==> src/design/lobs_pkg.sv <==
`default_nettype none
// ----------------------------------------------------------------------------
// lobs_pkg
// Shared types and constants for the lidar obstacle-avoidance mode machine.
// ----------------------------------------------------------------------------
package lobs_pkg;

    localparam int BEAM_CNT_W = 11;
    localparam int INDEX_W    = 10;
    localparam int DIST_W     = 16;
    localparam int SPEED_W    = 16;
    localparam int TIMER_W    = 16;
    localparam int CFG_IDX_W  = 8;
    localparam int CFG_DATA_W = 16;

    localparam logic [BEAM_CNT_W-1:0] MAX_BEAMS  = 11'd1024;
    localparam logic [TIMER_W-1:0]    SPIN_TICKS = 16'd30;
    localparam logic [TIMER_W-1:0]    TIMER_TOP  = 16'hFFFF;

    // Register indexes of the configuration port
    localparam logic [CFG_IDX_W-1:0] REG_BEAM_COUNT      = 8'd0;
    localparam logic [CFG_IDX_W-1:0] REG_MIN_RANGE       = 8'd1;
    localparam logic [CFG_IDX_W-1:0] REG_MAX_VALID       = 8'd2;
    localparam logic [CFG_IDX_W-1:0] REG_CLEARANCE       = 8'd3;
    localparam logic [CFG_IDX_W-1:0] REG_FORWARD_SPEED   = 8'd4;
    localparam logic [CFG_IDX_W-1:0] REG_TURN_SPEED      = 8'd5;
    localparam logic [CFG_IDX_W-1:0] REG_WANDER_INTERVAL = 8'd6;
    localparam logic [CFG_IDX_W-1:0] REG_EVADE_TICKS     = 8'd7;

    typedef enum logic [1:0] {
        MODE_FWD   = 2'd0,
        MODE_EVADE = 2'd1,
        MODE_SPIN  = 2'd2
    } mode_t;

    typedef struct packed {
        logic [BEAM_CNT_W-1:0]     beam_count;
        logic [DIST_W-1:0]         min_range_mm;
        logic [DIST_W-1:0]         max_valid_mm;
        logic [DIST_W-1:0]         clearance_mm;
        logic signed [SPEED_W-1:0] forward_speed;
        logic signed [SPEED_W-1:0] turn_speed;
        logic [TIMER_W-1:0]        wander_interval;
        logic [TIMER_W-1:0]        evade_ticks;
    } cfg_t;

    typedef struct packed {
        logic set_left;
        logic set_right;
    } blk_t;

    typedef struct packed {
        logic  left_blocked;
        logic  right_blocked;
        mode_t mode;
    } status_t;

    typedef struct packed {
        logic [1:0]                mode;
        logic signed [SPEED_W-1:0] right_speed;
        logic signed [SPEED_W-1:0] left_speed;
    } result_t;

endpackage : lobs_pkg
`default_nettype wire

==> src/design/lobs_cfg_regs.sv <==
`default_nettype none
// ----------------------------------------------------------------------------
// lobs_cfg_regs
// Configuration register file, written one register per transfer.
// ----------------------------------------------------------------------------
module lobs_cfg_regs (
    input  wire logic                            aclk,
    input  wire logic                            aresetn,
    input  wire logic                            wr_en,
    input  wire logic [lobs_pkg::CFG_IDX_W-1:0]  wr_index,
    input  wire logic [lobs_pkg::CFG_DATA_W-1:0] wr_data,
    output lobs_pkg::cfg_t                       cfg
);
    import lobs_pkg::*;

    cfg_t cfg_reg;

    always_ff @(posedge aclk) begin
        if (!aresetn) begin
            cfg_reg.beam_count      <= 11'd512;
            cfg_reg.min_range_mm    <= 16'd0;
            cfg_reg.max_valid_mm    <= 16'd65535;
            cfg_reg.clearance_mm    <= 16'd100;
            cfg_reg.forward_speed   <= 16'sd768;
            cfg_reg.turn_speed      <= 16'sd512;
            cfg_reg.wander_interval <= 16'd200;
            cfg_reg.evade_ticks     <= 16'd50;
        end else if (wr_en) begin
            unique case (wr_index)
                REG_BEAM_COUNT:      cfg_reg.beam_count      <= wr_data[BEAM_CNT_W-1:0];
                REG_MIN_RANGE:       cfg_reg.min_range_mm    <= wr_data;
                REG_MAX_VALID:       cfg_reg.max_valid_mm    <= wr_data;
                REG_CLEARANCE:       cfg_reg.clearance_mm    <= wr_data;
                REG_FORWARD_SPEED:   cfg_reg.forward_speed   <= wr_data;
                REG_TURN_SPEED:      cfg_reg.turn_speed      <= wr_data;
                REG_WANDER_INTERVAL: cfg_reg.wander_interval <= wr_data;
                REG_EVADE_TICKS:     cfg_reg.evade_ticks     <= wr_data;
                default: ;
            endcase
        end
    end

    assign cfg = cfg_reg;

endmodule : lobs_cfg_regs
`default_nettype wire

==> src/design/lobs_beam_gate.sv <==
`default_nettype none
// ----------------------------------------------------------------------------
// lobs_beam_gate
// Range window and front-sector test for one beam; flags the blocked side.
// ----------------------------------------------------------------------------
module lobs_beam_gate (
    input  wire logic                         beam_en,
    input  wire logic [lobs_pkg::INDEX_W-1:0] beam_index,
    input  wire logic [lobs_pkg::DIST_W-1:0]  distance_mm,
    input  lobs_pkg::cfg_t                    cfg,
    output lobs_pkg::blk_t                    blk
);
    import lobs_pkg::*;

    logic [BEAM_CNT_W-1:0] n_beams;
    logic [BEAM_CNT_W-1:0] mid;
    logic [BEAM_CNT_W-1:0] quarter;
    logic [BEAM_CNT_W-1:0] sector_lo;
    logic [BEAM_CNT_W-1:0] sector_hi;
    logic [BEAM_CNT_W-1:0] idx;
    logic                  usable;
    logic                  front_hit;

    always_comb begin
        n_beams   = (cfg.beam_count > MAX_BEAMS) ? MAX_BEAMS : cfg.beam_count;
        mid       = {1'b0, n_beams[BEAM_CNT_W-1:1]};
        quarter   = {2'b00, n_beams[BEAM_CNT_W-1:2]};
        // mid + quarter stays at or below the beam count, so no carry is lost
        sector_lo = mid - quarter;
        sector_hi = mid + quarter;
        idx       = {{(BEAM_CNT_W-INDEX_W){1'b0}}, beam_index};
        usable    = (idx < n_beams) && (distance_mm <= cfg.max_valid_mm)
                    && (distance_mm >= cfg.min_range_mm);
        front_hit = beam_en && usable && (idx >= sector_lo) && (idx <= sector_hi)
                    && (distance_mm < cfg.clearance_mm);
        blk.set_right = front_hit && (idx < mid);
        blk.set_left  = front_hit && !(idx < mid);
    end

endmodule : lobs_beam_gate
`default_nettype wire

==> src/design/lobs_mode_step.sv <==
`default_nettype none
// ----------------------------------------------------------------------------
// lobs_mode_step
// Drive mode machine: blocked flags, tick timer, turn direction, wheel speeds.
// ----------------------------------------------------------------------------
module lobs_mode_step (
    input  wire logic        aclk,
    input  wire logic        aresetn,
    input  wire logic        scan_en,
    input  wire logic        random_bit,
    input  lobs_pkg::blk_t   blk,
    input  lobs_pkg::cfg_t   cfg,
    output lobs_pkg::result_t result,
    output lobs_pkg::status_t status
);
    import lobs_pkg::*;

    mode_t                mode_reg, mode_next;
    logic [TIMER_W-1:0]   timer_reg, timer_next;
    logic                 turn_left_reg, turn_left_next;
    logic                 left_blk_reg, left_blk_next;
    logic                 right_blk_reg, right_blk_next;
    logic                 blocked;
    logic signed [SPEED_W-1:0] turn_neg;

    always_ff @(posedge aclk) begin
        if (!aresetn) begin
            mode_reg      <= MODE_FWD;
            timer_reg     <= '0;
            turn_left_reg <= 1'b0;
            left_blk_reg  <= 1'b0;
            right_blk_reg <= 1'b0;
        end else begin
            mode_reg      <= mode_next;
            timer_reg     <= timer_next;
            turn_left_reg <= turn_left_next;
            left_blk_reg  <= left_blk_next;
            right_blk_reg <= right_blk_next;
        end
    end

    always_comb begin
        blocked  = left_blk_reg || right_blk_reg;
        // negating the most negative speed saturates
        turn_neg = (cfg.turn_speed == 16'sh8000) ? 16'sh7FFF : -cfg.turn_speed;

        mode_next      = mode_reg;
        timer_next     = timer_reg;
        turn_left_next = turn_left_reg;
        left_blk_next  = left_blk_reg || blk.set_left;
        right_blk_next = right_blk_reg || blk.set_right;

        // speeds follow the mode held before the step
        unique case (mode_reg)
            MODE_EVADE, MODE_SPIN: begin
                result.left_speed  = turn_left_reg ? turn_neg : cfg.turn_speed;
                result.right_speed = turn_left_reg ? cfg.turn_speed : turn_neg;
            end
            default: begin
                result.left_speed  = cfg.forward_speed;
                result.right_speed = cfg.forward_speed;
            end
        endcase

        if (scan_en) begin
            left_blk_next  = 1'b0;
            right_blk_next = 1'b0;
            unique case (mode_reg)
                MODE_EVADE, MODE_SPIN: begin
                    if (mode_reg == MODE_SPIN && blocked) begin
                        mode_next  = MODE_EVADE;
                        timer_next = cfg.evade_ticks;
                    end else if (timer_reg == '0) begin
                        mode_next = MODE_FWD;
                    end else begin
                        timer_next = timer_reg - 16'd1;
                    end
                end
                default: begin
                    if (blocked) begin
                        mode_next      = MODE_EVADE;
                        timer_next     = cfg.evade_ticks;
                        turn_left_next = right_blk_reg;
                    end else if (timer_reg > cfg.wander_interval) begin
                        mode_next      = MODE_SPIN;
                        timer_next     = SPIN_TICKS;
                        turn_left_next = random_bit;
                    end else begin
                        mode_next = MODE_FWD;
                        if (timer_reg != TIMER_TOP) begin
                            timer_next = timer_reg + 16'd1;
                        end
                    end
                end
            endcase
        end

        result.mode          = mode_next;
        status.left_blocked  = left_blk_reg;
        status.right_blocked = right_blk_reg;
        status.mode          = mode_reg;
    end

endmodule : lobs_mode_step
`default_nettype wire

==> src/design/lidar_obstacle_avoid_fsm_unit.sv <==
`default_nettype none
// Path: a scan-end item is registered in the input register, then in the result register.
// Throughput: one item per cycle while no scan-end item waits on a held result; the input
//   register and the result register decouple the channels, and a beam item never waits on the result side.
// Reset: aresetn synchronous, active low; clears both valid bits, the mode
//   machine (forward, timer zero, turn right, flags clear) and loads the
//   configuration register defaults.
// ----------------------------------------------------------------------------
// lidar_obstacle_avoid_fsm_unit
// Lidar beam screening and forward/evade/spin drive mode machine.
// ----------------------------------------------------------------------------
module lidar_obstacle_avoid_fsm_unit (
    input  wire logic        aclk,
    input  wire logic        aresetn,
    // configuration write channel
    input  wire logic        cfg_valid,
    output wire logic        cfg_ready,
    input  wire logic [7:0]  cfg_index,
    input  wire logic [15:0] cfg_data,
    // input items
    input  wire logic        s_tvalid,
    output wire logic        s_tready,
    input  wire logic [31:0] s_tdata,   // beam_index[9:0], distance_mm[25:10], random_bit[26]
    input  wire logic [0:0]  s_tuser,   // action[0]
    // results
    output wire logic        m_tvalid,
    input  wire logic        m_tready,
    output wire logic [39:0] m_tdata    // left_speed[15:0], right_speed[31:16], mode[33:32]
);
    import lobs_pkg::*;

    cfg_t    cfg;
    blk_t    blk;
    result_t step_res;
    status_t status;

    logic                in_valid_reg;
    logic                in_action_reg;
    logic [INDEX_W-1:0]  in_index_reg;
    logic [DIST_W-1:0]   in_dist_reg;
    logic                in_rand_reg;
    logic                m_valid_reg;
    result_t             m_data_reg;
    logic                s_accept;
    logic                advance;
    logic                scan_adv;

    assign cfg_ready = 1'b1;

    lobs_cfg_regs u_cfg (
        .aclk     (aclk),
        .aresetn  (aresetn),
        .wr_en    (cfg_valid),
        .wr_index (cfg_index),
        .wr_data  (cfg_data),
        .cfg      (cfg)
    );

    // a beam item retires without touching the result register
    assign advance  = in_valid_reg && (!in_action_reg || !m_valid_reg || m_tready);
    assign scan_adv = advance && in_action_reg;
    assign s_tready = !in_valid_reg || advance;
    assign s_accept = s_tvalid && s_tready;

    always_ff @(posedge aclk) begin
        if (!aresetn) begin
            in_valid_reg <= 1'b0;
        end else if (s_accept) begin
            in_valid_reg <= 1'b1;
        end else if (advance) begin
            in_valid_reg <= 1'b0;
        end
    end

    always_ff @(posedge aclk) begin
        if (s_accept) begin
            in_action_reg <= s_tuser[0];
            in_index_reg  <= s_tdata[9:0];
            in_dist_reg   <= s_tdata[25:10];
            in_rand_reg   <= s_tdata[26];
        end
    end

    lobs_beam_gate u_gate (
        .beam_en     (advance && !in_action_reg),
        .beam_index  (in_index_reg),
        .distance_mm (in_dist_reg),
        .cfg         (cfg),
        .blk         (blk)
    );

    lobs_mode_step u_step (
        .aclk       (aclk),
        .aresetn    (aresetn),
        .scan_en    (scan_adv),
        .random_bit (in_rand_reg),
        .blk        (blk),
        .cfg        (cfg),
        .result     (step_res),
        .status     (status)
    );

    always_ff @(posedge aclk) begin
        if (!aresetn) begin
            m_valid_reg <= 1'b0;
        end else if (scan_adv) begin
            m_valid_reg <= 1'b1;
        end else if (m_tready) begin
            m_valid_reg <= 1'b0;
        end
    end

    always_ff @(posedge aclk) begin
        if (scan_adv) begin
            m_data_reg <= step_res;
        end
    end

    assign m_tvalid = m_valid_reg;
    assign m_tdata  = {6'b0, m_data_reg};

`ifndef SYNTHESIS
    // hold the input side only while a result is stuck behind a scan-end item
    a_stall_cause: assert property (@(posedge aclk) disable iff (!aresetn)
        (in_valid_reg && !s_tready) |-> (in_action_reg && m_valid_reg && !m_tready))
        else $error("input stalled without a blocked result");

    a_flags_clear: assert property (@(posedge aclk) disable iff (!aresetn)
        scan_adv |=> (!status.left_blocked && !status.right_blocked))
        else $error("blocked flags survive a scan end");

    a_result_out: assert property (@(posedge aclk) disable iff (!aresetn)
        scan_adv |=> m_tvalid)
        else $error("scan end gave no result");

    a_beam_silent: assert property (@(posedge aclk) disable iff (!aresetn)
        (advance && !in_action_reg && !m_tvalid) |=> !m_tvalid)
        else $error("beam item produced a result");
`endif

endmodule : lidar_obstacle_avoid_fsm_unit
`default_nettype wire

==> config.mk <==
export PLATFORM = sky130hd
export DESIGN_NAME = lidar_obstacle_avoid_fsm_unit
export DESIGN_NICKNAME = d
export VERILOG_FILES = /design/src/design/lobs_pkg.sv /design/src/design/lobs_cfg_regs.sv /design/src/design/lobs_beam_gate.sv /design/src/design/lobs_mode_step.sv /design/src/design/lidar_obstacle_avoid_fsm_unit.sv
export SDC_FILE = /design/constraint.sdc
export NUM_CORES = 1
export LEC_CHECK = 0
export BUFFER_PORTS_ARGS = -buffer_cell sky130_fd_sc_hd__buf_2
export CAP_MARGIN = 40
export CORE_ASPECT_RATIO = 1.25
export CORE_MARGIN = 2
export CORE_UTILIZATION = 45
export DETAILED_ROUTE_END_ITERATION = 6
export MAX_ROUTING_LAYER = met4
export PLACE_DENSITY_LB_ADDON = 0.05
export SLEW_MARGIN = 20
export SYNTH_ARGS = -nofsm -noshare
export SYNTH_HDL_FRONTEND = slang
export SYNTH_SLANG_ARGS = --single-unit
==> constraint.sdc <==
create_clock -name aclk -period 4.8 [get_ports aclk]
set_input_delay 1.2 -clock aclk [delete_from_list [all_inputs] [get_ports aclk]]
set_output_delay 1.2 -clock aclk [all_outputs]
set_load 0.02 [all_outputs]
; ---- Word level (Yosys, flattened, before mapping)
; Index checks and enable logic that the tools add are counted.
[word_totals]
regBits = 208
inputBits = 62
output_inout_bits = 43
wordCells = 114
[classes]
n_addsub = 5
n_lt_le_gt_ge = 9
eq_ne = 12
muxes = 23
bitwise = 2
reduce_logical = 41
[op_table]
columns = cell, count
row1 = $mux W16, 9
row2 = $eq A8 B3 Y1 const B, 4
row3 = $mux W32, 1
row4 = $add A16 B1 Y16 const B, 1
row5 = $eq A16 B16 Y1 const B, 1
row6 = $eq A8 B2 Y1 const B, 2
row7 = $ge A16 B16 Y1, 1
row8 = $gt A16 B16 Y1, 1
row9 = $le A16 B16 Y1, 1
row10 = $logic_not A16 Y1, 1
row11 = $lt A16 B16 Y1, 1
row12 = $ne A16 B16 Y1 const B, 1
row13 = $neg A16 Y16, 1
row14 = $reduce_and A2 Y1, 8
row15 = $sub A16 B1 Y16 const B, 1
row16 = $logic_and A1 B1 Y1, 13
row17 = $mux W2, 6
row18 = $add A10 B9 Y11, 1
row19 = $ge A10 B11 Y1, 1
row20 = $gt A11 B11 Y1 const B, 1
row21 = $le A10 B11 Y1, 1
row22 = $lt A10 B11 Y1, 1
row23 = $mux W11, 1
row24 = $sub A10 B9 Y11, 1
row25 = other kinds (14), 32

; ---- Longest topological paths before layout
[depth]
ltp_word = 11
depth_mapped = 20
ltp_nobuf = 19

; ---- Hierarchy
; From an unflattened synthesis, not the netlist that was laid out.
[hier_totals]
hier_cells = 1402
hier_area_um2 = 12736.0
[modules_own_cells]
columns = mod, instances, cells_each, area_per_inst_um2, seq_area_each_um2
row1 = lobs_cfg_regs, 1, 445, 4682.0, 2462.4
row2 = lobs_mode_step, 1, 498, 3226.8, 420.4
row3 = lobs_beam_gate, 1, 377, 2791.4, 0.0
row4 = lidar_obstacle_avoid_fsm_unit, 1, 82, 2035.7, 1901.8

; ---- Worst setup path before layout
; OpenSTA, ideal clock, no wires.
[synth_path]
path_type = register to register
from = reg u_cfg.cfg_reg (netlist bit u_cfg.cfg[122])
to = reg u_step.left_blk_reg
setup_time_ns = 0.087
t_arrival_ns = 3.677
required_ns = 4.713
setup_slack_ns = 1.036
path_stages_with_launch = 20
n_path_buf = 1
period_less_slack_ns = 3.764
path_cell_list = dfxtp_1 inv_1 clkbuf_1 nand2_1 inv_1 ha_1 inv_1 fa_1 o21bai_1 nand3_1 a31oi_1 xor2_1 ha_1 a21o_1 a21oi_1 nand2_1 o21ai_0 a21oi_1 a2111o_1 o31ai_1
[synth_between]
elab_chain_len = 11
elab_cells_between_ends = 17
classes_between = add/sub (2) / order compare (5) / mux (1) / reduce/logical (9)
[synth_rtl]
columns = element, line_no
row1 = start: declaration, lobs_cfg_regs.sv:16  ; cfg_t cfg_reg;
row2 = $gt A11 B11 Y1, lobs_beam_gate.sv:25  ; n_beams = (cfg.beam_count > MAX_BEAMS) ? MAX_BEAMS : cfg.beam_count;
row3 = $mux W11 (*), lobs_beam_gate.sv:25
row4 = "parallel branches: the longest is 7 deep, another holds $sub A10 B9 Y11", --
row5 = $logic_and A1 B1 Y1 (*), lobs_beam_gate.sv:37  ; blk.set_left = front_hit && !(idx < mid);
row6 = $logic_or A1 B1 Y1 (*), lobs_mode_step.sv:50  ; left_blk_next = left_blk_reg || blk.set_left;
row7 = end signal: assignment, lobs_mode_step.sv:37  ; left_blk_reg <= left_blk_next;
row8 = end: declaration, lobs_mode_step.sv:21  ; logic left_blk_reg, left_blk_next;
; Mark *: on every way between the ends.
; A chain may end at the register's enable or synchronous reset.

; ---- Worst setup path in the final report
; Same ends and word-level chain as after synthesis.

==> impl_metrics.tcl <==
set metrics [dict create \
    synthCells 1410 \
    antenna_found_initial 2 \
    path_clk_slew_ns 0.06 \
    arrival_ns 4.66 \
    cts.hold.buffers_added 0 \
    first_pass_iters 5 \
    worst_pin_slew_ns 0.781 \
    crit_buf_inv 3 \
    finalWirelength_um 32100 \
    fp-row-count 67 \
    power_density_nw_per_um2 282 \
    crit_path_end_kind "flip-flop" \
    routabilityCongestion 0.875 \
    synth-async-reset-ratio_pct 0 \
    synth_area_um2 12100 \
    critical-path-max-stage-delay_ns 0.43 \
    status "finished clean" \
    drcViolationCount 0 \
    p_leak_nw 5.65 \
    peakVddDrop_uv 254 \
    critPathLaunchType "flip-flop" \
    hold_viol 0 \
    ys_warn_count 0 \
    placed_area_um2 12800 \
    tns_ns 0 \
    slowest_stage "a2111o_1" \
    worst_slew_margin_rel_pct 47.6 \
    crit_type "reg2reg" \
    num-nets-final 1652 \
    path_common_cell "inv_1" \
    htree_levels 1 \
    fin_crit_sh_pct 88.1 \
    synth.distinct_cells 75 \
    slew_viol_final 0 \
    fp.coreArea_um2 26700 \
    final_layout_size_suffix_gt1_share_pct 11.7 \
    yosysMostFrequentCell "nand2_1" \
    hp-class "reg2reg" \
    grt_pass1_wl_um 50900 \
    clk_latency_ns 0.53 \
    wl_per_cell_um 17.5 \
    fp.dieArea_um2 28300 \
    vias_per_cell 5.49 \
    setup_viol 0 \
    cts_tree "done" \
    use_met1_pct 31.2 \
    drt-initial-drc-count 651 \
    syn2layout_area_growth_pct 11.8 \
    die_h_um 187 \
    fillers 2602 \
    root_buffer "clkbuf_16" \
    critical-path-top-delay-family "compound AO/OA/AOI/OAI gates" \
    io_buffers 92 \
    num_vias 10000 \
    yosysTopAreaCell "dfxtp_1" \
    synth_edf_count 62 \
    timing.final.crit_period_ns 4.23 \
    start_util_pct 45.5 \
    largest_reg_flops 123 \
    cp_max_fo 12 \
    numCtsBuffers 24 \
    required_ns 5.23 \
    dp_hpwl_um 23000 \
    synth_flop_cell "dfxtp_1" \
    cts_sinks 208 \
    cts_max_path_buffers 3 \
    clock_skew_ns 0.0172 \
    synthTopCellsByArea "dfxtp_1, edfxtp_1, ha_1, nand2_1, a21oi_1" \
    postLayoutCellArea_um2 13500 \
    synth_top_area_share_pct 24.1 \
    maxCapViolCount 0 \
    ys_ff_latch 208 \
    grt.met2_usage_pct 38.3 \
    track_usage_pct 23.4 \
    cp_cell_sequence "inv_1 -> nand2_1 -> inv_1 -> ha_1 -> inv_1 -> fa_1 -> o21bai_1 -> nand3_1 -> a31oi_1 -> xor2_1 -> ha_1 -> a21o_1 -> a21oi_1 -> nand2_1 -> o21ai_0 -> a21oi_1 -> a2111o_1 -> o31ai_1" \
    gr-total-overflow 0 \
    die_x_um 151 \
    post_cts_buffers 0 \
    syn_area_per_cell_um2 8.59 \
    grt_pass1_vias 9380 \
    ioPinCount 105 \
    rsz0062_at_grt "no" \
    ant_nets 0 \
    grt_use_met3_pct 2.78 \
    yosys-top-cells-count "nand2_1, dfxtp_1, a21oi_1, ha_1, nor2_1" \
    gr-max-usage-layer "met2" \
    cts_resized 0 \
    ys_seq_area_share_pct 39.5 \
    grt_max_degree 67 \
    fmax_mhz 236 \
]
worst paths after layout:
kind	start	endpoint	slack, ns	cells past startpoint
min	u_cfg.cfg[63]$_SDFFE_PN0P_	u_cfg.cfg[63]$_SDFFE_PN0P_	0.45	2
max reg2reg	u_cfg.cfg[122]$_SDFFE_PN0P_	u_step.left_blk_reg$_SDFF_PP0_	0.57	18
min reg2reg	u_cfg.cfg[63]$_SDFFE_PN0P_	u_cfg.cfg[63]$_SDFFE_PN0P_	0.45	2
max	u_cfg.cfg[122]$_SDFFE_PN0P_	u_step.left_blk_reg$_SDFF_PP0_	0.57	18
metrics by stage:
stage	power (mW)	util [%]	cells	setup slack (ns)	hold slack, ns
detailed placement	2.14	48.0	1785	0.585	0.445
finish	3.82	50.8	1831	0.571	0.452
CTS	3.88	50.8	1829	0.564	0.453
global route	3.97	50.8	1831	0.219	0.474
floorplan	2.04	-	1415	1.04	0.431
global placement	2.14	48.0	1784	0.643	0.441
logic make-up after synthesis:
group | synth area share (%)
AO/OA/AOI/OAI | 17.0
other | 0.0620
XOR/XNOR | 1.81
buffers and inverters | 6.04
multiplexers | 3.81
adder cells (fa/ha/maj) | 12.9
flip-flops | 39.5
AND/OR/NAND/NOR | 18.9
placed cells by master (no fill, tap or decap), drive strengths merged, types with 45 or more instances in the layout:
master,n
nand2,230
dfxtp,146
a21oi,131
ha,122
nor2,115
buf,107
inv,92
edfxtp,62
o21ai,53
mux2i,45
report_power, final:
part           internal (mW)  switching, mW
Combinational         0.0864          0.162
Clock                   1.00          0.720
Sequential              1.83         0.0234
cell type report:
cell class                 instances  area (µm²)  area share [%]
sequential                       208        4780            35.3
clock inverter                     4        31.3           0.231
antenna                            2        5.00          0.0370
clock buffer                      40         706            5.21
timing repair buffer             107         581            4.29
tap                              345         432            3.19
multi-input combinational       1032        6650            49.1
inverter                          93         350            2.59
routing by layer:
metal  wire length (µm)  share of wire [%]
met3               1500                4.7
met2              15500                 48
met1              14500                 45
met5                  0                  0
met4                590                1.8
tightest hold or removal path, delay by kind of cell (launching register included):
family	cells	cell delay (ns)
AOI/OAI and AO/OA	1	0.05
DFF	1	0.30
and+or+nand+nor	1	0.05
No activity file was read; power rests on OpenSTA's default activity.
